**config.mk**
```make
export PLATFORM = sky130hd
export DESIGN_NAME = midi_out_message_assembler_flat
export DESIGN_NICKNAME = d
export VERILOG_FILES = /design/src/design/moma_pkg.sv /design/src/design/moma_if.sv /design/src/design/midi_out_message_assembler.sv /design/src/flat_wrapper.sv
export SDC_FILE = /design/constraint.sdc
export NUM_CORES = 1
export LEC_CHECK = 0
export ABC_AREA = 1
export CORE_UTILIZATION = 35
export CTS_BUF_LIST = sky130_fd_sc_hd__clkbuf_4 sky130_fd_sc_hd__clkbuf_8
export DETAILED_ROUTE_END_ITERATION = 10
export DONT_BUFFER_PORTS = 1
export GPL_ROUTABILITY_DRIVEN = 1
export MAX_ROUTING_LAYER = met4
export SKIP_CTS_REPAIR_TIMING = 1
export SYNTH_ARGS = -nofsm -noshare
export SYNTH_HDL_FRONTEND = slang
export SYNTH_SLANG_ARGS = --single-unit
```
**constraint.sdc**
```tcl
create_clock -name clk -period 3.3 [get_ports clk]
set_input_delay 0.495 -clock clk [delete_from_list [all_inputs] [get_ports clk]]
set_output_delay 0.495 -clock clk [all_outputs]
set_load 0.005 [all_outputs]
```
**src/design/moma_pkg.sv**
```systemverilog
// shared types, constants and decode helpers for the midi out message assembler
package moma_pkg;

    localparam logic [7:0] MIDI_EOX = 8'hF7;
    localparam logic [7:0] MIDI_SOX = 8'hF0;
    localparam logic [4:0] REALTIME_PREFIX = 5'b11111;

    // configuration register indexes
    localparam logic CFG_KEEP_STATUS   = 1'b0;
    localparam logic CFG_MAX_SYSEX_LEN = 1'b1;

    localparam logic [15:0] MAX_SYSEX_LEN_RESET = 16'd1024;

    localparam logic KIND_SHORT = 1'b0;
    localparam logic KIND_SYSEX = 1'b1;

    typedef struct packed {
        logic       kind;
        logic [7:0] byte0;
        logic [7:0] byte1;
        logic [7:0] byte2;
        logic [1:0] msg_length;
        logic       last;
    } moma_result_t;

    // number of parameter bytes that follow a status byte
    function automatic logic [1:0] param_count(input logic [7:0] st);
        logic [1:0] n;
        n = 2'd0;
        unique case (st[7:4])
            4'h8, 4'h9, 4'hA, 4'hB, 4'hE: n = 2'd2;
            4'hC, 4'hD:                   n = 2'd1;
            default:
            begin
                if (st[3])
                begin
                    n = 2'd0;
                end
                else
                begin
                    unique case (st[2:0])
                        3'd0, 3'd6, 3'd7: n = 2'd0;
                        3'd1, 3'd3, 3'd5: n = 2'd1;
                        default:          n = 2'd2;
                    endcase
                end
            end
        endcase
        return n;
    endfunction

    function automatic moma_result_t short_msg(input logic [7:0] b0);
        moma_result_t r;
        r = '0;
        r.kind       = KIND_SHORT;
        r.byte0      = b0;
        r.msg_length = 2'd1;
        return r;
    endfunction

    function automatic moma_result_t sysex_msg(input logic [7:0] b0, input logic is_last);
        moma_result_t r;
        r = '0;
        r.kind  = KIND_SYSEX;
        r.byte0 = b0;
        r.last  = is_last;
        return r;
    endfunction

endpackage

```
**src/design/moma_if.sv**
```systemverilog
// handshake channels for raw midi bytes and assembled messages
interface moma_byte_if;
    logic       valid;
    logic       ready;
    logic [7:0] in_byte;

    modport source (output valid, output in_byte, input ready);
    modport sink   (input valid, input in_byte, output ready);
endinterface

interface moma_msg_if;
    logic       valid;
    logic       ready;
    logic       kind;
    logic [7:0] byte0;
    logic [7:0] byte1;
    logic [7:0] byte2;
    logic [1:0] msg_length;
    logic       last;

    modport source (output valid, output kind, output byte0, output byte1, output byte2,
                    output msg_length, output last, input ready);
    modport sink   (input valid, input kind, input byte0, input byte1, input byte2,
                    input msg_length, input last, output ready);
endinterface

```
**src/design/midi_out_message_assembler.sv**
```systemverilog
// top level: midi running status message assembler with sysex streaming
//
// raw midi bytes arrive on the raw channel, one byte per transfer; assembled
// messages leave on the msg channel, one result per transfer. a short message
// carries 1 to 3 bytes with msg_length set; a sysex byte has kind set and
// msg_length 0, and the eox that closes a sysex run has last set. the user
// writes configuration (keep_status, max_sysex_len) through cfg_we, cfg_index
// and cfg_data only while the block is idle; the block does not enforce this.
//
// throughput: one raw byte per cycle while the result queue has room. a byte
// is held in the input register, then its results go to the result queue.
// a byte that closes a sysex run can make two results (eox, then the new
// status or sysex start); they leave one after the other, eox first.
// the rate is set by the four-entry result queue: a byte is processed only
// while the queue holds two or fewer entries, so a stalled receiver fills the
// queue and then the input register, after which raw.ready drops. nothing is
// lost or reordered while stalled.
// reset: no status, no sysex run, empty queue, keep_status 1, limit 1024.
module midi_out_message_assembler
    import moma_pkg::*;
(
    input  logic          clk,
    input  logic          rst_n,
    moma_byte_if.sink     raw,
    moma_msg_if.source    msg,
    input  logic          cfg_we,
    input  logic          cfg_index,
    input  logic [15:0]   cfg_data
);

    localparam int QDepth = 4;
    localparam int QPtrW  = $clog2(QDepth);
    localparam int QCntW  = $clog2(QDepth + 1);

    // configuration registers
    logic        keep_status_reg;
    logic [15:0] max_sysex_len_reg;

    // input register
    logic        in_valid_reg;
    logic [7:0]  in_byte_reg;

    // parser state
    logic [7:0]  msg_bytes_reg [3];
    logic [7:0]  msg_bytes_next [3];
    logic [3:0]  msg_fill_reg, msg_fill_next;
    logic [1:0]  status_params_reg, status_params_next;
    logic [1:0]  params_left_reg, params_left_next;
    logic        in_sysex_reg, in_sysex_next;
    logic [15:0] sysex_count_reg, sysex_count_next;

    // result queue
    moma_result_t         queue_reg [QDepth];
    logic [QPtrW-1:0]     wr_ptr_reg, rd_ptr_reg;
    logic [QCntW-1:0]     count_reg, count_next;

    logic                 advance;
    logic                 pop;
    logic [1:0]           n_res;
    moma_result_t         res0, res1;

    // working signals of the parse step
    logic                 eox_hit;
    logic                 other_vld;
    moma_result_t         other_res;
    logic [1:0]           n_par;
    logic [1:0]           send_len;
    moma_result_t         send_res;

    // a byte is processed when the queue can take two more results
    assign advance   = in_valid_reg && (count_reg <= QCntW'(QDepth - 2));
    assign raw.ready = !in_valid_reg || advance;
    assign pop       = msg.valid && msg.ready;

    // configuration writes
    always_ff @(posedge clk or negedge rst_n)
    begin
        if (!rst_n)
        begin
            keep_status_reg   <= 1'b1;
            max_sysex_len_reg <= MAX_SYSEX_LEN_RESET;
        end
        else if (cfg_we)
        begin
            unique case (cfg_index)
                CFG_KEEP_STATUS:   keep_status_reg   <= cfg_data[0];
                CFG_MAX_SYSEX_LEN: max_sysex_len_reg <= cfg_data;
            endcase
        end
    end

    // input register
    always_ff @(posedge clk or negedge rst_n)
    begin
        if (!rst_n)
        begin
            in_valid_reg <= 1'b0;
        end
        else if (raw.ready)
        begin
            in_valid_reg <= raw.valid;
        end
    end

    always_ff @(posedge clk)
    begin
        if (raw.valid && raw.ready)
        begin
            in_byte_reg <= raw.in_byte;
        end
    end

    // parse step: next state and up to two results for the registered byte
    always_comb
    begin
        msg_bytes_next     = msg_bytes_reg;
        msg_fill_next      = msg_fill_reg;
        status_params_next = status_params_reg;
        params_left_next   = params_left_reg;
        in_sysex_next      = in_sysex_reg;
        sysex_count_next   = sysex_count_reg;
        eox_hit            = 1'b0;
        other_vld          = 1'b0;
        other_res          = '0;
        n_par              = param_count(in_byte_reg);
        send_len           = 2'd0;
        send_res           = '0;

        if (!in_byte_reg[7])
        begin
            // data byte
            if (in_sysex_reg)
            begin
                if (sysex_count_reg < max_sysex_len_reg)
                begin
                    sysex_count_next = sysex_count_reg + 16'd1;
                    other_vld        = 1'b1;
                    other_res        = sysex_msg(in_byte_reg, 1'b0);
                end
            end
            else if (status_params_reg != 2'd0)
            begin
                // running status restarts the parameter count
                if (params_left_reg == 2'd0)
                begin
                    params_left_next = status_params_reg - 2'd1;
                end
                else
                begin
                    params_left_next = params_left_reg - 2'd1;
                end

                if (msg_fill_reg < 4'd8)
                begin
                    if (msg_fill_reg < 4'd3)
                    begin
                        msg_bytes_next[msg_fill_reg[1:0]] = in_byte_reg;
                    end
                    msg_fill_next = msg_fill_reg + 4'd1;
                end

                if (params_left_next == 2'd0)
                begin
                    send_len            = (msg_fill_next >= 4'd3) ? 2'd3 : msg_fill_next[1:0];
                    send_res.kind       = KIND_SHORT;
                    send_res.byte0      = msg_bytes_next[0];
                    send_res.byte1      = (send_len >= 2'd2) ? msg_bytes_next[1] : 8'd0;
                    send_res.byte2      = (send_len == 2'd3) ? msg_bytes_next[2] : 8'd0;
                    send_res.msg_length = send_len;
                    send_res.last       = 1'b0;
                    other_vld           = 1'b1;
                    other_res           = send_res;
                    msg_fill_next       = {3'b000, keep_status_reg};
                end
            end
        end
        else if (in_byte_reg[7:3] == REALTIME_PREFIX)
        begin
            // real-time bytes pass straight through
            other_vld = 1'b1;
            other_res = short_msg(in_byte_reg);
        end
        else
        begin
            // any other status byte closes an open sysex run
            if (in_sysex_reg)
            begin
                eox_hit       = 1'b1;
                in_sysex_next = 1'b0;
            end

            if (!(in_sysex_reg && (in_byte_reg == MIDI_EOX)))
            begin
                if (in_byte_reg == MIDI_SOX)
                begin
                    in_sysex_next = 1'b1;
                    if (max_sysex_len_reg != 16'd0)
                    begin
                        sysex_count_next = 16'd1;
                        other_vld        = 1'b1;
                        other_res        = sysex_msg(in_byte_reg, 1'b0);
                    end
                    else
                    begin
                        sysex_count_next = 16'd0;
                    end
                end
                else if (n_par != 2'd0)
                begin
                    msg_bytes_next[0]  = in_byte_reg;
                    msg_fill_next      = 4'd1;
                    status_params_next = n_par;
                    params_left_next   = n_par;
                end
                else
                begin
                    other_vld = 1'b1;
                    other_res = short_msg(in_byte_reg);
                end
            end
        end
    end

    // order the results: the eox always goes first
    always_comb
    begin
        res0  = '0;
        res1  = '0;
        n_res = 2'd0;
        if (eox_hit)
        begin
            res0  = sysex_msg(MIDI_EOX, 1'b1);
            res1  = other_res;
            n_res = other_vld ? 2'd2 : 2'd1;
        end
        else if (other_vld)
        begin
            res0  = other_res;
            n_res = 2'd1;
        end
    end

    // parser state registers
    always_ff @(posedge clk or negedge rst_n)
    begin
        if (!rst_n)
        begin
            msg_bytes_reg[0]  <= 8'd0;
            msg_bytes_reg[1]  <= 8'd0;
            msg_bytes_reg[2]  <= 8'd0;
            msg_fill_reg      <= 4'd0;
            status_params_reg <= 2'd0;
            params_left_reg   <= 2'd0;
            in_sysex_reg      <= 1'b0;
            sysex_count_reg   <= 16'd0;
        end
        else if (advance)
        begin
            msg_bytes_reg[0]  <= msg_bytes_next[0];
            msg_bytes_reg[1]  <= msg_bytes_next[1];
            msg_bytes_reg[2]  <= msg_bytes_next[2];
            msg_fill_reg      <= msg_fill_next;
            status_params_reg <= status_params_next;
            params_left_reg   <= params_left_next;
            in_sysex_reg      <= in_sysex_next;
            sysex_count_reg   <= sysex_count_next;
        end
    end

    // result queue
    assign count_next = count_reg + QCntW'(advance ? n_res : 2'd0) - QCntW'(pop);

    always_ff @(posedge clk or negedge rst_n)
    begin
        if (!rst_n)
        begin
            wr_ptr_reg <= '0;
            rd_ptr_reg <= '0;
            count_reg  <= '0;
        end
        else
        begin
            if (advance)
            begin
                wr_ptr_reg <= wr_ptr_reg + QPtrW'(n_res);
            end
            if (pop)
            begin
                rd_ptr_reg <= rd_ptr_reg + QPtrW'(1);
            end
            count_reg <= count_next;
        end
    end

    always_ff @(posedge clk)
    begin
        if (advance && (n_res != 2'd0))
        begin
            queue_reg[wr_ptr_reg] <= res0;
            if (n_res == 2'd2)
            begin
                queue_reg[wr_ptr_reg + QPtrW'(1)] <= res1;
            end
        end
    end

    assign msg.valid      = (count_reg != '0);
    assign msg.kind       = queue_reg[rd_ptr_reg].kind;
    assign msg.byte0      = queue_reg[rd_ptr_reg].byte0;
    assign msg.byte1      = queue_reg[rd_ptr_reg].byte1;
    assign msg.byte2      = queue_reg[rd_ptr_reg].byte2;
    assign msg.msg_length = queue_reg[rd_ptr_reg].msg_length;
    assign msg.last       = queue_reg[rd_ptr_reg].last;

`ifndef SYNTHESIS
    // queue never overfills
    a_queue_bound: assert property (@(posedge clk) disable iff (!rst_n)
        count_reg <= QCntW'(QDepth))
        else $error("result queue overflow");

    // a pending parameter count implies a known status
    a_params_status: assert property (@(posedge clk) disable iff (!rst_n)
        (params_left_reg != 2'd0) |-> (status_params_reg != 2'd0))
        else $error("parameters pending without status");

    // real-time bytes leave the parser state untouched
    a_realtime_stable: assert property (@(posedge clk) disable iff (!rst_n)
        (advance && (in_byte_reg[7:3] == REALTIME_PREFIX)) |=>
            ($stable(msg_fill_reg) && $stable(in_sysex_reg) && $stable(sysex_count_reg)
             && $stable(params_left_reg)))
        else $error("real-time byte changed parser state");

    // message fill saturates at eight
    a_fill_bound: assert property (@(posedge clk) disable iff (!rst_n)
        msg_fill_reg <= 4'd8)
        else $error("message fill out of range");
`endif

endmodule

```
**src/flat_wrapper.sv**
```systemverilog
// flat-port wrapper written by rule: the top's interface ports become plain ports
module midi_out_message_assembler_flat import moma_pkg::*;
  (clk, rst_n, cfg_we, cfg_index, cfg_data, raw_valid, raw_in_byte, raw_ready, msg_valid, msg_kind, msg_byte0, msg_byte1, msg_byte2, msg_msg_length, msg_last, msg_ready);
  moma_byte_if raw_i ();
  moma_msg_if msg_i ();
  input  logic clk;
  input  logic rst_n;
  input  logic cfg_we;
  input  logic cfg_index;
  input  logic [15:0] cfg_data;
  input wire logic [$bits(raw_i.valid)-1:0] raw_valid;
  input wire logic [$bits(raw_i.in_byte)-1:0] raw_in_byte;
  output wire logic [$bits(raw_i.ready)-1:0] raw_ready;
  output wire logic [$bits(msg_i.valid)-1:0] msg_valid;
  output wire logic [$bits(msg_i.kind)-1:0] msg_kind;
  output wire logic [$bits(msg_i.byte0)-1:0] msg_byte0;
  output wire logic [$bits(msg_i.byte1)-1:0] msg_byte1;
  output wire logic [$bits(msg_i.byte2)-1:0] msg_byte2;
  output wire logic [$bits(msg_i.msg_length)-1:0] msg_msg_length;
  output wire logic [$bits(msg_i.last)-1:0] msg_last;
  input wire logic [$bits(msg_i.ready)-1:0] msg_ready;
  assign raw_i.valid = raw_valid;
  assign raw_i.in_byte = raw_in_byte;
  assign raw_ready = raw_i.ready;
  assign msg_valid = msg_i.valid;
  assign msg_kind = msg_i.kind;
  assign msg_byte0 = msg_i.byte0;
  assign msg_byte1 = msg_i.byte1;
  assign msg_byte2 = msg_i.byte2;
  assign msg_msg_length = msg_i.msg_length;
  assign msg_last = msg_i.last;
  assign msg_i.ready = msg_ready;
  midi_out_message_assembler u_core (.clk(clk), .rst_n(rst_n), .raw(raw_i), .msg(msg_i), .cfg_we(cfg_we), .cfg_index(cfg_index), .cfg_data(cfg_data));
endmodule
```
## Word-level counts from Yosys, hierarchy flattened

Memories as Yosys holds them, arrays and structs flattened.
Index checks and enable logic that the tools add are counted.

| word-level totals | value |
|---|---|
| flip-flop bits (word level) | 82 |
| RAM bits | 112 |
| word-level logic and storage cells | 178 |
| memories kept | 1 |

| cells by class | value |
|---|---|
| add/sub/neg operators | 9 |
| order comparisons | 8 |
| equal/unequal tests | 23 |
| muxes and demuxes | 85 |
| bitwise operators | 7 |
| reduce and logical (&&, ||, !) cells | 30 |

Memory list:

| name | depth | width | rd ports | clocked after memory_dff | write ports | RTL line | source |
|---|---|---|---|---|---|---|---|
| u_core.queue_reg | 4 | 28 | 1 | 0 | 2 | midi_out_message_assembler.sv:53 | `moma_result_t queue_reg [QDepth];` |

Operators with widths:

| kind | number |
|---|---|
| two-way mux 28 bit | 11 |
| two-way mux 16 bit | 6 |
| two-way mux 24 bit | 4 |
| two-way mux 8 bit | 8 |
| two-way mux 27 bit | 2 |
| two-way mux 4 bit | 12 |
| two-way mux 2 bit | 16 |
| == test 4 bit (second input constant) | 7 |
| bitwise mux 24 bit | 1 |
| two-way mux 1 bit | 22 |
| adder 16 x 1 -> 16 bit (second input constant) | 1 |
| demux 8 bit (select 2 bit) | 1 |
| == test 8 bit (second input constant) | 2 |
| < comparator 16 bit | 1 |
| nonzero test 16 bit | 1 |
| AND reduction 6 bit | 2 |
| nonzero test 2 bit | 6 |
| != test 2 bit (second input constant) | 5 |
| == test 3 bit (second input constant) | 3 |
| one-hot mux 2 bit (2 select lines) | 2 |
| AND reduction 7 bit | 1 |
| logical AND 1 bit | 6 |
| NOT 1 bit | 6 |
| OR reduction 3 bit | 2 |
| 29 further kinds | 34 |

## Depth between registers and ports, before layout

| logic depth | value |
|---|---|
| depth in word-level cells | 17 |
| depth in mapped cells | 20 |
| mapped depth without buffers | 20 |

## Least setup slack after synthesis

Ideal clock, no wire load.

| timing path | value |
|---|---|
| path type | reg2reg |
| start | reg u_core.max_sysex_len_reg[10] |
| end | mem u_core.queue_reg[3][10] in the netlist's numbering (enable) |
| arrival | 2.924 ns |
| required time | 2.916 ns |
| path slack | -0.008 ns |
| stages on the path, launching flop included | 15 |
| path buffers | 1 |
| clock period less this slack | 3.308 ns |
| cell sequence | dfstp_2 -> inv_1 -> ha_1 -> nand2_1 -> o21ai_0 -> a21oi_4 -> nand2_2 -> nand3_1 -> nand2_1 -> ha_1 -> or2_4 -> inv_2 -> nand3_2 -> clkbuf_1 -> nand2_1 |

RTL lines:

| what | RTL line | source |
|---|---|---|
| start: declaration | midi_out_message_assembler.sv:37 | `logic [15:0] max_sysex_len_reg;` |
| start signal: assignment | midi_out_message_assembler.sv:87 | `CFG_MAX_SYSEX_LEN: max_sysex_len_reg <= cfg_data;` |
| end: declaration | midi_out_message_assembler.sv:53 |  |

==> flow_results.xml <==
<?xml version="1.0" encoding="UTF-8"?>
<metrics>
  <group name="cells_and_area">
    <metric name="final_cells" unit="">1552</metric>
    <metric name="most_frequent_cells_in_the_layout" unit="">sky130_fd_sc_hd__nand2_1, sky130_fd_sc_hd__nor2_1, sky130_fd_sc_hd__edfxtp_1</metric>
    <metric name="layout_commonest_cell" unit="">sky130_fd_sc_hd__nand2_1</metric>
    <metric name="drive_above_1_share" unit="">0.1101</metric>
    <metric name="final_net_count" unit="">1218</metric>
    <metric name="max_reg_flops" unit="">112</metric>
    <metric name="synthToLayoutAreaGrowth" unit="%">10.34</metric>
  </group>
  <group name="min_path">
    <metric name="min-delay-path-class" unit="">in -&gt; reg</metric>
  </group>
  <group name="pwr">
    <metric name="internal-power" unit="uW">4534</metric>
    <metric name="power_density" unit="nW/um^2">720.5</metric>
    <metric name="share_comb_of_total_power" unit="">0.381</metric>
    <metric name="netSwitchingPower" unit="uW">3527</metric>
    <metric name="pwr-share-clk" unit="">0.215</metric>
    <metric name="vdd_drop_max" unit="mV">0.3570</metric>
    <metric name="leakagePower" unit="uW">0.004709</metric>
    <metric name="power.switching_fraction" unit="">0.4375</metric>
    <metric name="pwr-share-seq" unit="">0.404</metric>
  </group>
  <group name="sta">
    <metric name="fin_worst_hold_slack" unit="ns">0.05480</metric>
    <metric name="fin_worst_skew" unit="ns">0.03232</metric>
    <metric name="finalSetupViolations" unit="">0</metric>
    <metric name="max_clock_freq" unit="MHz">324.4</metric>
    <metric name="final-max-slew-violation-count" unit="">0</metric>
    <metric name="fin_crit_share" unit="">0.9341</metric>
    <metric name="min_period" unit="ns">3.082</metric>
    <metric name="slew_headroom" unit="">0.3590</metric>
    <metric name="report.final.hold_viol_count" unit="">0</metric>
    <metric name="max_slew.worst_pin.slew" unit="ns">0.9616</metric>
    <metric name="grt_setup_unrepaired" unit="">true</metric>
  </group>
  <group name="critical_path">
    <metric name="critPathTopFamily" unit="">simple AND/OR/NAND/NOR gates</metric>
    <metric name="cp-end-kind" unit="">flip-flop</metric>
    <metric name="worstPathCellList" unit="">ha_1 -&gt; a21oi_1 -&gt; o21a_1 -&gt; nand2_1 -&gt; nand2_2 -&gt; nand2_2 -&gt; nand3_1 -&gt; nand2_1 -&gt; ha_1 -&gt; or2_4 -&gt; nor3_4 -&gt; inv_2 -&gt; nor2_4 -&gt; inv_2 -&gt; nand2_1 -&gt; buf_4</metric>
    <metric name="crit_type" unit="">reg -&gt; reg</metric>
    <metric name="critPathBufInv" unit="">3</metric>
    <metric name="critPathMaxStageDelay" unit="ns">0.44</metric>
    <metric name="critical_path.max_fanout" unit="">9</metric>
    <metric name="timing.critical_path.required" unit="ns">3.50</metric>
    <metric name="cp.arrival" unit="ns">3.28</metric>
    <metric name="timing.critical_path.slowest_stage_cell" unit="">sky130_fd_sc_hd__dfrtp_1</metric>
    <metric name="critical_path.startpoint_type" unit="">flip-flop</metric>
    <metric name="path_common_cell" unit="">sky130_fd_sc_hd__nand2_1</metric>
  </group>
  <group name="synthesis">
    <metric name="synth_top_flop_cell" unit="">sky130_fd_sc_hd__edfxtp_1</metric>
    <metric name="synth-simple-area-share" unit="">0.2268</metric>
    <metric name="yosysUniqueCellTypes" unit="">51</metric>
    <metric name="ys_ff_latch" unit="">194</metric>
    <metric name="synth-warning-count" unit="">0</metric>
    <metric name="netlist_area" unit="sq um">10140</metric>
    <metric name="synthAdderAreaFrac" unit="">0.03653</metric>
    <metric name="synth-async-reset-ratio" unit="">0.3814</metric>
    <metric name="synthesis.area_per_instance" unit="sq um">8.794</metric>
    <metric name="synth_top_cell_by_area" unit="">sky130_fd_sc_hd__edfxtp_1</metric>
    <metric name="synth_top_family_by_area" unit="">simple AND/OR/NAND/NOR gates</metric>
    <metric name="synth_edf_count" unit="">116</metric>
    <metric name="fraction_of_the_mapped_netlist_area_in_compound_gates" unit="">0.1192</metric>
    <metric name="mappedNetlistNets" unit="">1212</metric>
    <metric name="synth.area.top_cells" unit="">sky130_fd_sc_hd__edfxtp_1, sky130_fd_sc_hd__dfrtp_1, sky130_fd_sc_hd__nand2_1, sky130_fd_sc_hd__nor2_1, sky130_fd_sc_hd__o21ai_0</metric>
    <metric name="post_synth_inst_count" unit="">1153</metric>
    <metric name="yosysTopAreaCellShare" unit="">0.3435</metric>
    <metric name="synth_xor_area_frac" unit="">0.01555</metric>
    <metric name="synth.yosys.seq_area_share" unit="">0.5343</metric>
    <metric name="share_of_cell_area_taken_by_muxes_after_synthesis" unit="">0.0009872</metric>
  </group>
  <group name="floorplan">
    <metric name="die_height" unit="microns">172.2</metric>
    <metric name="design.portCount" unit="">60</metric>
    <metric name="core.rowCount" unit="">61</metric>
    <metric name="dieWidth" unit="microns">172.2</metric>
    <metric name="start_util" unit="">0.3600</metric>
    <metric name="core_region_area" unit="sq um">28160</metric>
    <metric name="die-area" unit="sq um">29650</metric>
  </group>
  <group name="cts">
    <metric name="ctsRootBufferMaster" unit="">sky130_fd_sc_hd__clkbuf_8</metric>
    <metric name="htree_num_levels" unit="">4</metric>
    <metric name="cts.sink_count" unit="">194</metric>
    <metric name="tritoncts_clock_tree" unit="">done</metric>
    <metric name="path_clk_slew" unit="ns">0.13</metric>
    <metric name="cts_buffers" unit="">17</metric>
    <metric name="clock_latency_at_the_later_pin_of_the_worst_skew_pair" unit="ns">0.50</metric>
    <metric name="cts-root-to-sink-buffers" unit="">2</metric>
  </group>
  <group name="outcome">
    <metric name="status" unit="">finished, final reports clean</metric>
  </group>
  <group name="drt">
    <metric name="ant_nets" unit="">0</metric>
    <metric name="viasPerCell" unit="">4.997</metric>
    <metric name="routed-via-count" unit="">7755</metric>
    <metric name="route.detailed.drc" unit="">0</metric>
    <metric name="routedWlPerCell" unit="microns">16.02</metric>
    <metric name="dr.first_iter.drc_count" unit="">635</metric>
    <metric name="drt-pass1-iter-count" unit="">5</metric>
    <metric name="wl" unit="mm">24.87</metric>
  </group>
  <group name="placed_design">
    <metric name="place.detailed.hpwl" unit="mm">17.78</metric>
    <metric name="numPlacedInstances" unit="">1515</metric>
    <metric name="portBuffers" unit="">0</metric>
    <metric name="gp_weighted_congestion" unit="">0.8919</metric>
  </group>
  <group name="global_routing">
    <metric name="grt_start_max_net_pins" unit="">75</metric>
    <metric name="groute.usage.overall" unit="">0.1780</metric>
    <metric name="first_global_vias" unit="">7346</metric>
    <metric name="grt_pass1_wl" unit="mm">39.18</metric>
    <metric name="global_route.overflow_total" unit="">0</metric>
    <metric name="initial_antenna_violation_count" unit="">2</metric>
  </group>
  <group name="job">
    <metric name="cap_viol_max_count" unit="">0</metric>
  </group>
</metrics>
==> worst reg2reg max path: stages (launching register included) <==
cell and delay (ns):
sky130_fd_sc_hd__dfrtp_1 0.44, sky130_fd_sc_hd__ha_1 0.32, sky130_fd_sc_hd__a21oi_1 0.15, sky130_fd_sc_hd__o21a_1 0.13
sky130_fd_sc_hd__nand2_1 0.09, sky130_fd_sc_hd__nand2_2 0.17, sky130_fd_sc_hd__nand2_2 0.09, sky130_fd_sc_hd__nand3_1 0.08
sky130_fd_sc_hd__nand2_1 0.08, sky130_fd_sc_hd__ha_1 0.20, sky130_fd_sc_hd__or2_4 0.29, sky130_fd_sc_hd__nor3_4 0.14
sky130_fd_sc_hd__inv_2 0.08, sky130_fd_sc_hd__nor2_4 0.12, sky130_fd_sc_hd__inv_2 0.07, sky130_fd_sc_hd__nand2_1 0.12
sky130_fd_sc_hd__buf_4 0.21
==> synthesized netlist by cell type (3+ instances only) <==
| cell type | count |
|---|---|
| sky130_fd_sc_hd__nand3_1 | 46 |
| sky130_fd_sc_hd__clkbuf_1 | 26 |
| sky130_fd_sc_hd__nor3_4 | 4 |
| sky130_fd_sc_hd__buf_2 | 13 |
| sky130_fd_sc_hd__nor2_4 | 5 |
| sky130_fd_sc_hd__dfrtp_1 | 72 |
| sky130_fd_sc_hd__o21ai_1 | 34 |
| sky130_fd_sc_hd__xor2_1 | 16 |
| sky130_fd_sc_hd__o22ai_1 | 30 |
| sky130_fd_sc_hd__o21ai_0 | 93 |
| sky130_fd_sc_hd__nand4_1 | 13 |
| sky130_fd_sc_hd__edfxtp_1 | 116 |
| sky130_fd_sc_hd__nand2_2 | 7 |
| sky130_fd_sc_hd__nor2_1 | 196 |
| sky130_fd_sc_hd__a21oi_1 | 37 |
| sky130_fd_sc_hd__nand2_4 | 3 |
| sky130_fd_sc_hd__buf_4 | 4 |
| sky130_fd_sc_hd__a31oi_1 | 3 |
| sky130_fd_sc_hd__nor3_1 | 9 |
| sky130_fd_sc_hd__dfxtp_1 | 4 |
| sky130_fd_sc_hd__nand2_1 | 228 |
| sky130_fd_sc_hd__ha_1 | 28 |
| sky130_fd_sc_hd__inv_1 | 103 |
| sky130_fd_sc_hd__nor2_2 | 8 |
| sky130_fd_sc_hd__o211ai_2 | 6 |
| sky130_fd_sc_hd__inv_2 | 15 |
==> final cells by class <==
class	instances	area (sq um)
repair buffers	36	342.8
flip-flops and latches	194	5418
inverters	118	446.7
diodes	2	5.005
clock buffers	17	234.0
well taps	378	473.0
clock inverters	15	217.7
fillers	2862	16980
multi-input cells	792	4051
==> path summary, 6_finish.rpt <==
path / cells past startpoint / from / slack (ns) / to
max: 16 / u_core.sysex_count_reg[7]$_DFFE_PN0P_ / 0.22 / u_core.queue_reg[1][20]$_DFFE_PP_
min: 1 / cfg_we / 0.05 / u_core.keep_status_reg$_DFFE_PN1P_
max reg2reg: 16 / u_core.sysex_count_reg[7]$_DFFE_PN0P_ / 0.22 / u_core.queue_reg[1][20]$_DFFE_PP_
min reg2reg: 2 / u_core.msg_bytes_reg[12]$_DFFE_PN0P_ / 0.49 / u_core.msg_bytes_reg[12]$_DFFE_PN0P_
max in group asynchronous: 2 / rst_n / 2.43 / u_core.msg_fill_reg[1]$_DFFE_PN0P_
min in group asynchronous: 2 / rst_n / 0.53 / u_core.max_sysex_len_reg[6]$_DFFE_PN0P_
==> logic make-up after synthesis <==
| group | Yosys count |
|---|---|
| and+or+nand+nor | 529 |
| DFF | 194 |
| buffers and inverters | 167 |
| muxes | 1 |
| xor gates and xnor gates | 18 |
| AOI/OAI and AO/OA | 215 |
| adders and majority gates | 29 |
==> per-stage QoR <==
step	cell area, sq um	setup slack (ns)	total power (uW)	util	TNS (ns)
2_1_floorplan	10140	0.002721	5488	-	0
3_3_place_gp	10680	0.2829	6321	0.3793	0
3_5_place_dp	10680	0.2719	6381	0.3793	0
4_1_cts	11130	0.2321	8088	0.3954	0
5_1_grt	11190	-0.03964	8618	0.3973	-0.2695
6_report	11190	0.2175	8061	0.3973	0
==> power groups by stage <==
| stage | Combinational (uW) | Sequential [uW] | Clock [uW] |
|---|---|---|---|
| after global routing | 3470 | 3310 | 1840 |
| after CTS | 3080 | 3260 | 1750 |
| after global placement | 3020 | 3300 | 0 |
| after detailed placement | 3070 | 3310 | 0 |
| after floorplan | 2250 | 3240 | 0 |
| final | 3070 | 3260 | 1730 |
==> layer usage <==
layer  vias to the layer above  global-route usage  routed length [microns]
li1                       3846                   -                        -
met1                      3684              0.2275                    11230
met2                       199              0.2840                    11920
met3                        26             0.03983                     1335
met4                         0             0.04810                      390
met5                         -                   -                        0
Note: power is estimated with default switching activity, not from simulation.
